--- src/hw/rtl/bba_pkg.sv ---
// Shared types and constants of the buddy block allocator.
package bba_pkg;

  localparam int Levels    = 8;
  localparam int LvW       = 3;
  localparam int IdxW      = 7;
  localparam int NodeCount = (1 << Levels) - 1;
  localparam int NodeW     = 8;
  localparam int CntW      = 8;

  localparam logic REQ_ALLOC = 1'b0;
  localparam logic REQ_FREE  = 1'b1;

  // Datapath operation codes issued by the controller.
  typedef enum logic [3:0] {
    OP_NONE,
    OP_LOAD,
    OP_SCAN,
    OP_POP_RD,
    OP_POP_WR,
    OP_PUSH,
    OP_LIST_RD,
    OP_REM_RD,
    OP_REM_WR,
    OP_REM_FIX,
    OP_RESULT
  } dp_op_e;

  typedef struct packed {
    dp_op_e           op;
    logic             push_odd;
    logic             res_ok;
  } dp_cmd_t;

  typedef struct packed {
    logic             lvl_bad;
    logic             idx_bad;
    logic             is_free;
    logic             cnt_zero;
    logic             scan_at_top;
    logic             scan_done;
    logic             self_listed;
    logic             buddy_listed;
    logic             cur_top;
  } dp_sts_t;

  function automatic logic [NodeW-1:0] node_id(input logic [LvW-1:0] lv,
                                               input logic [IdxW-1:0] idx);
    logic [NodeW-1:0] base;
    base = NodeW'((1 << lv) - 1);
    return base + NodeW'(idx);
  endfunction

endpackage

--- src/hw/rtl/bba_ctrl.sv ---
// Controller state machine of the buddy block allocator.
module bba_ctrl (
  input  logic             clk_i,
  input  logic             rst_ni,
  input  logic             in_valid_i,
  output logic             in_ready_o,
  input  logic             res_busy_i,
  input  bba_pkg::dp_sts_t sts_i,
  output bba_pkg::dp_cmd_t cmd_o
);
  import bba_pkg::*;

  typedef enum logic [3:0] {
    S_IDLE, S_CHECK, S_SCAN, S_SPLIT_RD, S_SPLIT_WR, S_PUSH_L, S_PUSH_R,
    S_GRANT_RD, S_GRANT_WR, S_FREE_RD, S_REM_RD, S_REM_WR, S_REM_FIX, S_DONE
  } state_e;

  state_e state_q;
  logic   ok_q;

  assign in_ready_o = (state_q == S_IDLE);

  always_comb begin
    cmd_o = '{op: OP_NONE, push_odd: 1'b0, res_ok: ok_q};
    unique case (state_q)
      S_IDLE:     if (in_valid_i) cmd_o.op = OP_LOAD;
      S_CHECK:    cmd_o.op = OP_NONE;
      S_SCAN:     cmd_o.op = OP_SCAN;
      S_SPLIT_RD: cmd_o.op = OP_POP_RD;
      S_SPLIT_WR: cmd_o.op = OP_POP_WR;
      S_PUSH_L:   cmd_o.op = OP_PUSH;
      S_PUSH_R: begin
        cmd_o.op = OP_PUSH;
        cmd_o.push_odd = 1'b1;
      end
      S_GRANT_RD: cmd_o.op = OP_POP_RD;
      S_GRANT_WR: cmd_o.op = OP_POP_WR;
      S_FREE_RD:  cmd_o.op = OP_LIST_RD;
      S_REM_RD:   cmd_o.op = OP_REM_RD;
      S_REM_WR:   cmd_o.op = OP_REM_WR;
      S_REM_FIX:  cmd_o.op = OP_REM_FIX;
      S_DONE:     if (!res_busy_i) cmd_o.op = OP_RESULT;
      default:    cmd_o.op = OP_NONE;
    endcase
  end

  always_ff @(posedge clk_i or negedge rst_ni) begin
    if (!rst_ni) begin
      state_q <= S_IDLE;
      ok_q    <= 1'b0;
    end else begin
      unique case (state_q)
        S_IDLE: if (in_valid_i) state_q <= S_CHECK;
        S_CHECK: begin
          ok_q <= 1'b0;
          if (sts_i.lvl_bad) state_q <= S_DONE;
          else if (!sts_i.is_free) state_q <= S_SCAN;
          else if (sts_i.idx_bad) state_q <= S_DONE;
          else state_q <= S_FREE_RD;
        end
        S_SCAN: begin
          // Walks upward one level a cycle until a stack has entries.
          if (!sts_i.cnt_zero) begin
            ok_q    <= 1'b1;
            state_q <= sts_i.scan_done ? S_GRANT_RD : S_SPLIT_RD;
          end else if (sts_i.scan_at_top) begin
            state_q <= S_DONE;
          end
        end
        S_SPLIT_RD: state_q <= S_SPLIT_WR;
        S_SPLIT_WR: state_q <= S_PUSH_L;
        // The push of a freed block is the end of that request.
        S_PUSH_L:   state_q <= sts_i.is_free ? S_DONE : S_PUSH_R;
        S_PUSH_R:   state_q <= sts_i.scan_done ? S_GRANT_RD : S_SPLIT_RD;
        S_GRANT_RD: state_q <= S_GRANT_WR;
        S_GRANT_WR: state_q <= S_DONE;
        S_FREE_RD: begin
          if (sts_i.self_listed) begin
            state_q <= S_DONE;
          end else begin
            ok_q    <= 1'b1;
            state_q <= S_REM_RD;
          end
        end
        S_REM_RD: begin
          if (sts_i.self_listed) state_q <= S_DONE;
          else if (!sts_i.cur_top && sts_i.buddy_listed) state_q <= S_REM_WR;
          else state_q <= S_PUSH_L;
        end
        S_REM_WR:  state_q <= S_REM_FIX;
        S_REM_FIX: state_q <= S_REM_RD;
        S_DONE:    if (!res_busy_i) state_q <= S_IDLE;
        default:   state_q <= S_IDLE;
      endcase
    end
  end

  assert property (@(posedge clk_i) disable iff (!rst_ni)
    (state_q == S_IDLE && in_valid_i) |=> state_q == S_CHECK)
    else $error("accepted beat did not start a request");
  assert property (@(posedge clk_i) disable iff (!rst_ni)
    (state_q == S_REM_WR) |=> state_q == S_REM_FIX)
    else $error("remove sequence broken");
  assert property (@(posedge clk_i) disable iff (!rst_ni)
    (state_q == S_GRANT_RD) |=> state_q == S_GRANT_WR)
    else $error("grant sequence broken");
endmodule

--- src/hw/rtl/bba_dpath.sv ---
// Datapath of the buddy block allocator: stacks, positions, listed bits, counts.
module bba_dpath (
  input  logic                     clk_i,
  input  logic                     rst_ni,
  input  bba_pkg::dp_cmd_t         cmd_i,
  input  logic                     in_req_i,
  input  logic [bba_pkg::LvW-1:0]  in_level_i,
  input  logic [bba_pkg::IdxW-1:0] in_index_i,
  output bba_pkg::dp_sts_t         sts_o,
  output logic                     res_valid_o,
  input  logic                     res_ready_i,
  output logic                     res_ok_o,
  output logic [15:0]              res_data_o
);
  import bba_pkg::*;

  logic [IdxW-1:0] stack_mem [NodeCount];
  logic [CntW-1:0] pos_mem   [NodeCount];
  logic [NodeCount-1:0] listed_q;
  logic [CntW-1:0] cnt_q [Levels];

  logic            req_q;
  logic [LvW-1:0]  tgt_q, cur_q;
  logic [IdxW-1:0] idx_q, ci_q, pidx_q, moved_q;
  logic [CntW-1:0] pos_q;
  logic            ok_r_q;
  logic [LvW-1:0]  rl_q;
  logic [IdxW-1:0] ri_q;
  logic            res_valid_q;

  logic [LvW-1:0]  push_lv;
  logic [IdxW-1:0] push_idx;
  logic [IdxW-1:0] buddy;
  logic [LvW-1:0]  lv_m1;

  assign buddy = ci_q ^ IdxW'(1);
  assign lv_m1 = cur_q - LvW'(1);

  always_comb begin
    sts_o.lvl_bad      = 32'(tgt_q) >= Levels;
    sts_o.idx_bad      = 32'(idx_q) >= (32'd1 << tgt_q);
    sts_o.is_free      = req_q;
    sts_o.cnt_zero     = (cnt_q[cur_q] == '0);
    sts_o.scan_at_top  = (cur_q == '0);
    sts_o.scan_done    = (cur_q == tgt_q);
    sts_o.self_listed  = listed_q[node_id(cur_q, ci_q)];
    sts_o.buddy_listed = listed_q[node_id(cur_q, buddy)];
    sts_o.cur_top      = (cur_q == '0);
  end

  // Split pushes go one level down; a freed block is pushed at its own level.
  always_comb begin
    if (req_q) begin
      push_lv  = cur_q;
      push_idx = ci_q;
    end else begin
      push_lv  = cur_q;
      push_idx = {pidx_q[IdxW-2:0], cmd_i.push_odd};
    end
  end

  always_ff @(posedge clk_i) begin
    unique case (cmd_i.op)
      OP_PUSH: if (!listed_q[node_id(push_lv, push_idx)]) begin
        stack_mem[node_id(push_lv, IdxW'(cnt_q[push_lv]))] <= push_idx;
        pos_mem[node_id(push_lv, push_idx)] <= cnt_q[push_lv];
      end
      OP_REM_WR: stack_mem[node_id(cur_q, IdxW'(pos_q))] <= moved_q;
      OP_REM_FIX: pos_mem[node_id(cur_q, moved_q)] <= pos_q;
      default: ;
    endcase
    unique case (cmd_i.op)
      // Level 0 only ever holds the root, whose index is zero.
      OP_POP_RD: pidx_q <= (cur_q == '0) ? '0 :
                           stack_mem[node_id(cur_q, IdxW'(cnt_q[cur_q] - 8'd1))];
      OP_REM_RD: begin
        pos_q   <= pos_mem[node_id(cur_q, buddy)];
        moved_q <= stack_mem[node_id(cur_q, IdxW'(cnt_q[cur_q] - 8'd1))];
      end
      default: ;
    endcase
  end

  always_ff @(posedge clk_i or negedge rst_ni) begin
    if (!rst_ni) begin
      listed_q    <= NodeCount'(1);
      for (int i = 0; i < Levels; i++) cnt_q[i] <= (i == 0) ? CntW'(1) : '0;
      res_valid_q <= 1'b0;
      req_q <= 1'b0; tgt_q <= '0; cur_q <= '0; idx_q <= '0; ci_q <= '0;
      ok_r_q <= 1'b0; rl_q <= '0; ri_q <= '0;
    end else begin
      if (res_valid_q && res_ready_i && cmd_i.op != OP_RESULT) res_valid_q <= 1'b0;
      unique case (cmd_i.op)
        OP_LOAD: begin
          req_q <= in_req_i;
          tgt_q <= in_level_i;
          cur_q <= in_level_i;
          idx_q <= in_index_i;
          ci_q  <= in_index_i;
        end
        OP_SCAN: if (cnt_q[cur_q] == '0 && cur_q != '0) cur_q <= lv_m1;
        OP_POP_WR: begin
          listed_q[node_id(cur_q, pidx_q)] <= 1'b0;
          cnt_q[cur_q] <= cnt_q[cur_q] - CntW'(1);
          if (cur_q == tgt_q) ci_q <= pidx_q;
          else cur_q <= cur_q + LvW'(1);
        end
        OP_PUSH: begin
          if (!listed_q[node_id(push_lv, push_idx)]) begin
            listed_q[node_id(push_lv, push_idx)] <= 1'b1;
            cnt_q[push_lv] <= cnt_q[push_lv] + CntW'(1);
          end
        end
        OP_REM_WR: begin
          listed_q[node_id(cur_q, buddy)] <= 1'b0;
          cnt_q[cur_q] <= cnt_q[cur_q] - CntW'(1);
        end
        OP_REM_FIX: begin
          cur_q <= lv_m1;
          ci_q  <= ci_q >> 1;
        end
        OP_RESULT: begin
          res_valid_q <= 1'b1;
          ok_r_q <= cmd_i.res_ok;
          rl_q   <= cmd_i.res_ok ? cur_q : '0;
          ri_q   <= cmd_i.res_ok ? ci_q : '0;
        end
        default: ;
      endcase
    end
  end

  assign res_valid_o = res_valid_q;
  assign res_ok_o    = ok_r_q;
  assign res_data_o  = {6'b0, ri_q, rl_q};

  assert property (@(posedge clk_i) disable iff (!rst_ni)
    (cmd_i.op == OP_POP_WR) |-> cnt_q[cur_q] != '0)
    else $error("pop from empty stack");
  assert property (@(posedge clk_i) disable iff (!rst_ni)
    (cmd_i.op == OP_RESULT) |-> !res_valid_q || res_ready_i)
    else $error("result overwritten");
  assert property (@(posedge clk_i) disable iff (!rst_ni)
    (cmd_i.op == OP_REM_WR) |-> cnt_q[cur_q] != '0)
    else $error("remove from empty stack");
endmodule

--- src/hw/rtl/buddy_block_allocator.sv ---
// Top level of the buddy block allocator.
// Usage: one request beat on the s_axis side (allocate or free) yields one
// result beat on m_axis. Request: tuser is req_type, tdata holds level [2:0]
// and block_index [9:3]. Result: tuser is ok, tdata holds result_level [2:0]
// and result_index [9:3].
// The block handles one request at a time. An allocate scans upward for a
// level with a free block and splits it one level at a time down to the
// requested level, reading and writing the stack memory at each split; a
// failed one ends when the scan finds no free block. A free merges with a
// free buddy step by step and stops early when the merge reaches an
// already free parent; a bad index or a double free ends it before any
// merge. The controller is ready for the next request as the result beat
// appears.
// After reset only the whole pool is free. The result register holds a
// finished beat while m_axis_tready is low, and the controller waits
// before writing the next one.
module buddy_block_allocator (
  input  logic        clk_i,
  input  logic        rst_ni,
  input  logic        s_axis_tvalid,
  output logic        s_axis_tready,
  input  logic        s_axis_tuser,   // req_type
  input  logic [15:0] s_axis_tdata,   // level, block_index
  output logic        m_axis_tvalid,
  input  logic        m_axis_tready,
  output logic        m_axis_tuser,   // ok
  output logic [15:0] m_axis_tdata    // result_level, result_index
);
  import bba_pkg::*;

  dp_cmd_t cmd;
  dp_sts_t sts;

  bba_ctrl u_ctrl (
    .clk_i, .rst_ni,
    .in_valid_i (s_axis_tvalid),
    .in_ready_o (s_axis_tready),
    .res_busy_i (m_axis_tvalid && !m_axis_tready),
    .sts_i      (sts),
    .cmd_o      (cmd)
  );

  bba_dpath u_dpath (
    .clk_i, .rst_ni,
    .cmd_i       (cmd),
    .in_req_i    (s_axis_tuser),
    .in_level_i  (s_axis_tdata[2:0]),
    .in_index_i  (s_axis_tdata[9:3]),
    .sts_o       (sts),
    .res_valid_o (m_axis_tvalid),
    .res_ready_i (m_axis_tready),
    .res_ok_o    (m_axis_tuser),
    .res_data_o  (m_axis_tdata)
  );
endmodule
--- config.mk ---
export PLATFORM = sky130hd
export DESIGN_NAME = buddy_block_allocator
export DESIGN_NICKNAME = d
export VERILOG_FILES = /design/src/hw/rtl/bba_pkg.sv /design/src/hw/rtl/bba_ctrl.sv /design/src/hw/rtl/bba_dpath.sv /design/src/hw/rtl/buddy_block_allocator.sv
export SDC_FILE = /design/constraint.sdc
export NUM_CORES = 2
export LEC_CHECK = 0
export BUFFER_PORTS_ARGS = -buffer_cell sky130_fd_sc_hd__buf_2
export CELL_PAD_IN_SITES_DETAIL_PLACEMENT = 1
export CELL_PAD_IN_SITES_GLOBAL_PLACEMENT = 1
export CORE_ASPECT_RATIO = 1.1
export CORE_MARGIN = 1.5
export CORE_UTILIZATION = 60
export DETAILED_ROUTE_END_ITERATION = 10
export GPL_ROUTABILITY_DRIVEN = 0
export PLACE_DENSITY = 0.8
export SLEW_MARGIN = 15
export SYNTH_ARGS = -nofsm -noshare
export SYNTH_HDL_FRONTEND = slang
export SYNTH_SLANG_ARGS = --single-unit
--- constraint.sdc ---
create_clock -name clk_i -period 28.6 [get_ports clk_i]
set_input_delay 0 -clock clk_i [delete_from_list [all_inputs] [get_ports clk_i]]
set_output_delay 0 -clock clk_i [all_outputs]
set_load 0.1 [all_outputs]
==> impl_results.md <==
- Worst-Margin Slew: around 1400 ps
- Die W: 503.5 µm
- Filler Cell Count: 21.73k
- Hold Buf Count CTS: 38
- YS warnings: 0
- Post-Synthesis Cells: around 8.5k
- Critical path arrival: between 10000 and 15000 ps
- CTS tree: yes
- Max-slew headroom: 8.078%
- CP bufs+invs: 8
- DR pass1 iterations: 8
- Area of the multi-input gates: around 0.046 mm²
- FP Rows: ~200
- DIE AREA: 0.2787 mm²
- Global-route usage over all layers: approximately 37%
- Routed len/inst: just over 40 µm
- Slowest cell delay on critical path: around 1300 ps
- Max-slew violations: 0
- DR iter-0 viols: 14.11k
- Largest cells by area after synthesis: edfxtp_1 65%, mux4_2 18%, dfrtp_1 5.4%
- RSZ-0062 raised after global routing: false
- Yosys reg bits: 3948
- CP top delay family: buffers and inverters
- Area grow syn2layout: 11.33%
- Storage cell area: roughly 0.12 mm²
- Core Footprint: ~0.27 mm²
- Final setup viols: 0
- Remaining antenna violation count: 0
- Worst Setup Start Kind: flip-flop
- Total I/O pin count: 40
- Post-CTS sizing: 0
- Detail-routed via count per cell: 7.542
- Hold Crit Class: input pin to flip-flop
- Commonest non-fill, non-tap cell in the layout: edfxtp_1
- Final hold slack: around 67 ps
- Setup WS post-layout: around 19000 ps
- Sequential-to-total area share from yosys stat: slightly above 70%
- Post-synth top area cell: edfxtp_1
- WS Path Type: flip-flop to flip-flop
- Die height: 553.5 µm
- Worst-path clk slew: around 60 ps
- Post-layout instance area: around 0.18 mm²
- Critical Path Source: u_dpath.cur_q[0]
- Port-buffer cells: 27
- R2R Path Start: u_dpath.cur_q[0]
- Final Skew: ~110 ps
- Largest net degree at the start of global routing: 256
- Status: completed
- Layout cell share with drive strength beyond 1: between 20% and 30%
- CTS Buffer Depth: 4
- Clock Latency Late Sink: 950 ps
- Top_reg_cell synth: edfxtp_1
- Worst-path fanout max: between 80 and 90
- Worst Setup End Kind: flip-flop
- Most frequent CP cell: buf_4
- CTS H-tree depth: 5
- TritonCTS Buffers: between 300 and 400
- Hold Startpoint: s_axis_tdata[5]
- Root buf cell: clkbuf_16
- Post-layout min period: around 9900 ps
- Layout Nets: around 9k
- Commonest cells after routing, fill and taps aside: 3591 x edfxtp_1, 1342 x mux4_2, 450 x nor2_1
- Mapped cell area: about 0.17 mm²
- Mean Syn Cell Area: 19.44 µm²
- CTS Sinks: 3948
- Initial antenna violation count: 15
- Critical path data required time: 29200 ps
- Setup Buffers After CTS: 0
- Vias in the first global route: between 90k and 100k
- Max Fclk: just over 100 MHz
- Routed WL: approximately 500 mm
- Critical-path cell with the highest stage delay: fa_4
- Global-route congestion overflow total: 0
- Final hold vios: 0
- Placed inst area: approximately 0.17 mm²
- DRC viols: 0
- Final clock period utilization by the worst path: around 35%
- Starting Density: 60.47%
- Post-synth cell types: between 80 and 90
- First-pass GRT wire length: roughly 730 mm
- Post-Route Setup TNS: 0 ps
- Hpwl dp: 279.6 mm
- Asr flop ratio synth: a little under a tenth
- Post-place setup slack: between 15000 and 20000 ps
- Max-cap viol count: 0
- Area share of the largest cell type after synthesis: between 60 and 70%
- Via count: ~96k
- Number of synthesized flops with an enable pin: 3591
- Critical path cell sequence: buf_4 -> nor2b_1 -> nor2b_1 -> inv_1 -> ha_1 -> inv_1 -> buf_4 -> fa_4 -> buf_4 -> mux4_2 -> mux4_2 -> o22ai_1 -> nor4_1 -> o22ai_4 -> a22oi_2 -> buf_4 -> buf_4 -> nor4_1 -> buf_4
-- synthesized netlist by cell type (all sizes together) (6+ instances only) --
| cell type | count |
|---|---|
| o21bai | 12 |
| a2bb2oi | 33 |
| dfrtp | 355 |
| xor2 | 17 |
| xnor2 | 38 |
| a31oi | 29 |
| o21ai | 299 |
| ha | 58 |
| a21o | 21 |
| mux4 | 1343 |
| inv | 73 |
| nor2 | 455 |
| edfxtp | 3591 |
| nor2b | 19 |
| mux2 | 51 |
| a221oi | 7 |
| nand2b | 20 |
| o211ai | 12 |
| nand4 | 23 |
| nand2 | 376 |
| o22ai | 34 |
| a211o | 8 |
| a21oi | 109 |
| clkbuf | 361 |
| nor4 | 194 |
| o221ai | 236 |
| nand3b | 13 |
| fa | 8 |
| nor3 | 36 |
| nand3 | 109 |
| a22o | 6 |
| or3 | 45 |
| buf | 261 |
| a311oi | 21 |
| mux2i | 95 |
| and3 | 21 |
| or2 | 6 |
| and2 | 20 |
| a211oi | 17 |
-- worst register-to-register path: stages (launching register included) --
cell	delay (ps)
dfrtp_2	340
buf_4	520
nor2b_1	480
nor2b_1	280
inv_1	220
ha_1	660
inv_1	90
buf_4	230
fa_4	1300
buf_4	780
mux4_2	410
mux4_2	560
o22ai_1	250
nor4_1	140
o22ai_4	880
a22oi_2	220
buf_4	370
buf_4	550
nor4_1	1030
buf_4	280
-- routing by layer --
| metal | share of wire (%) | up-vias | track usage, % |
|---|---|---|---|
| li1 | - | 35960 | - |
| met1 | 35 | 50390 | 49.65 |
| met2 | 48 | 7576 | 58.42 |
| met3 | 11 | 1631 | 8.355 |
| met4 | 5.7 | 20 | 17.57 |
| met5 | 0.028 | - | 0 |
-- final timing paths --
path                                                 to  slack [ps]  cells after the start
worst max-delay path            u_dpath.pos_mem[135][6]       18730                     19
worst min-delay path                    u_dpath.ci_q[2]          70                      4
worst max register to register  u_dpath.pos_mem[135][6]       18730                     19
worst min register to register        u_dpath.cnt_q[20]         500                      1
max in group asynchronous             u_dpath.cnt_q[23]       26070                      5
min in group asynchronous           u_dpath.listed_q[0]         480                      3
-- flip-flops by register name (all words and copies together) (netlist names), named ones only --
| name | count |
|---|---|
| u_ctrl.state_q | 4 |
| u_dpath.cnt_q | 56 |
| u_dpath.ri_q | 7 |
| u_dpath.tgt_q | 3 |
| u_ctrl.ok_q | 1 |
| u_dpath.pidx_q | 7 |
| u_dpath.req_q | 1 |
| u_dpath.res_valid_o | 1 |
| u_dpath.idx_q | 7 |
| u_dpath.ci_q | 7 |
| u_dpath.res_ok_o | 1 |
| u_dpath.listed_q | 255 |
| u_dpath.moved_q | 7 |
| u_dpath.stack_mem | 1785 |
| u_dpath.cur_q | 3 |
| u_dpath.pos_q | 7 |
| u_dpath.rl_q | 3 |
| u_dpath.pos_mem | 1785 |
-- layout make-up --
| class | instances | share of cell area (%) |
|---|---|---|
| Tap cell | 3654 | 2.484 |
| Sequential cell | 3948 | 63.45 |
| Inverter | 73 | 0.1489 |
| Antenna cell | 9 | 0.01224 |
| Timing Repair Buffer | 420 | 1.912 |
| Clock inverter | 239 | 1.330 |
| Multi-Input combinational cell | 3867 | 25.15 |
| Clock buffer | 462 | 5.518 |
-- logic make-up (layout without fill, tap and decap cells) --
group | Yosys count | in the layout | synth area share, %
flip-flops | 3948 | 3948 | 70.63
AO/OA/AOI/OAI | 900 | 900 | 3.759
AND/OR/NAND/NOR | 1351 | 1351 | 3.775
XOR/XNOR | 55 | 55 | 0.2959
other | 1 | 15 | 0.002268
adder cells (fa/ha/maj) | 66 | 66 | 0.5359
multiplexers | 1489 | 1489 | 19.23
buffers and inverters | 695 | 1194 | 1.768
-- per-stage QoR --
step	instances	utilization, %
2_1_floorplan	8510	-
3_3_place_gp	11920	62.50
3_5_place_dp	11920	62.50
4_1_cts	12660	67.25
5_1_grt	12670	67.32
6_report	12670	67.32
Power is not shown: default switching activity piles up to over one toggle a cycle in this logic, so the estimate is an artifact.
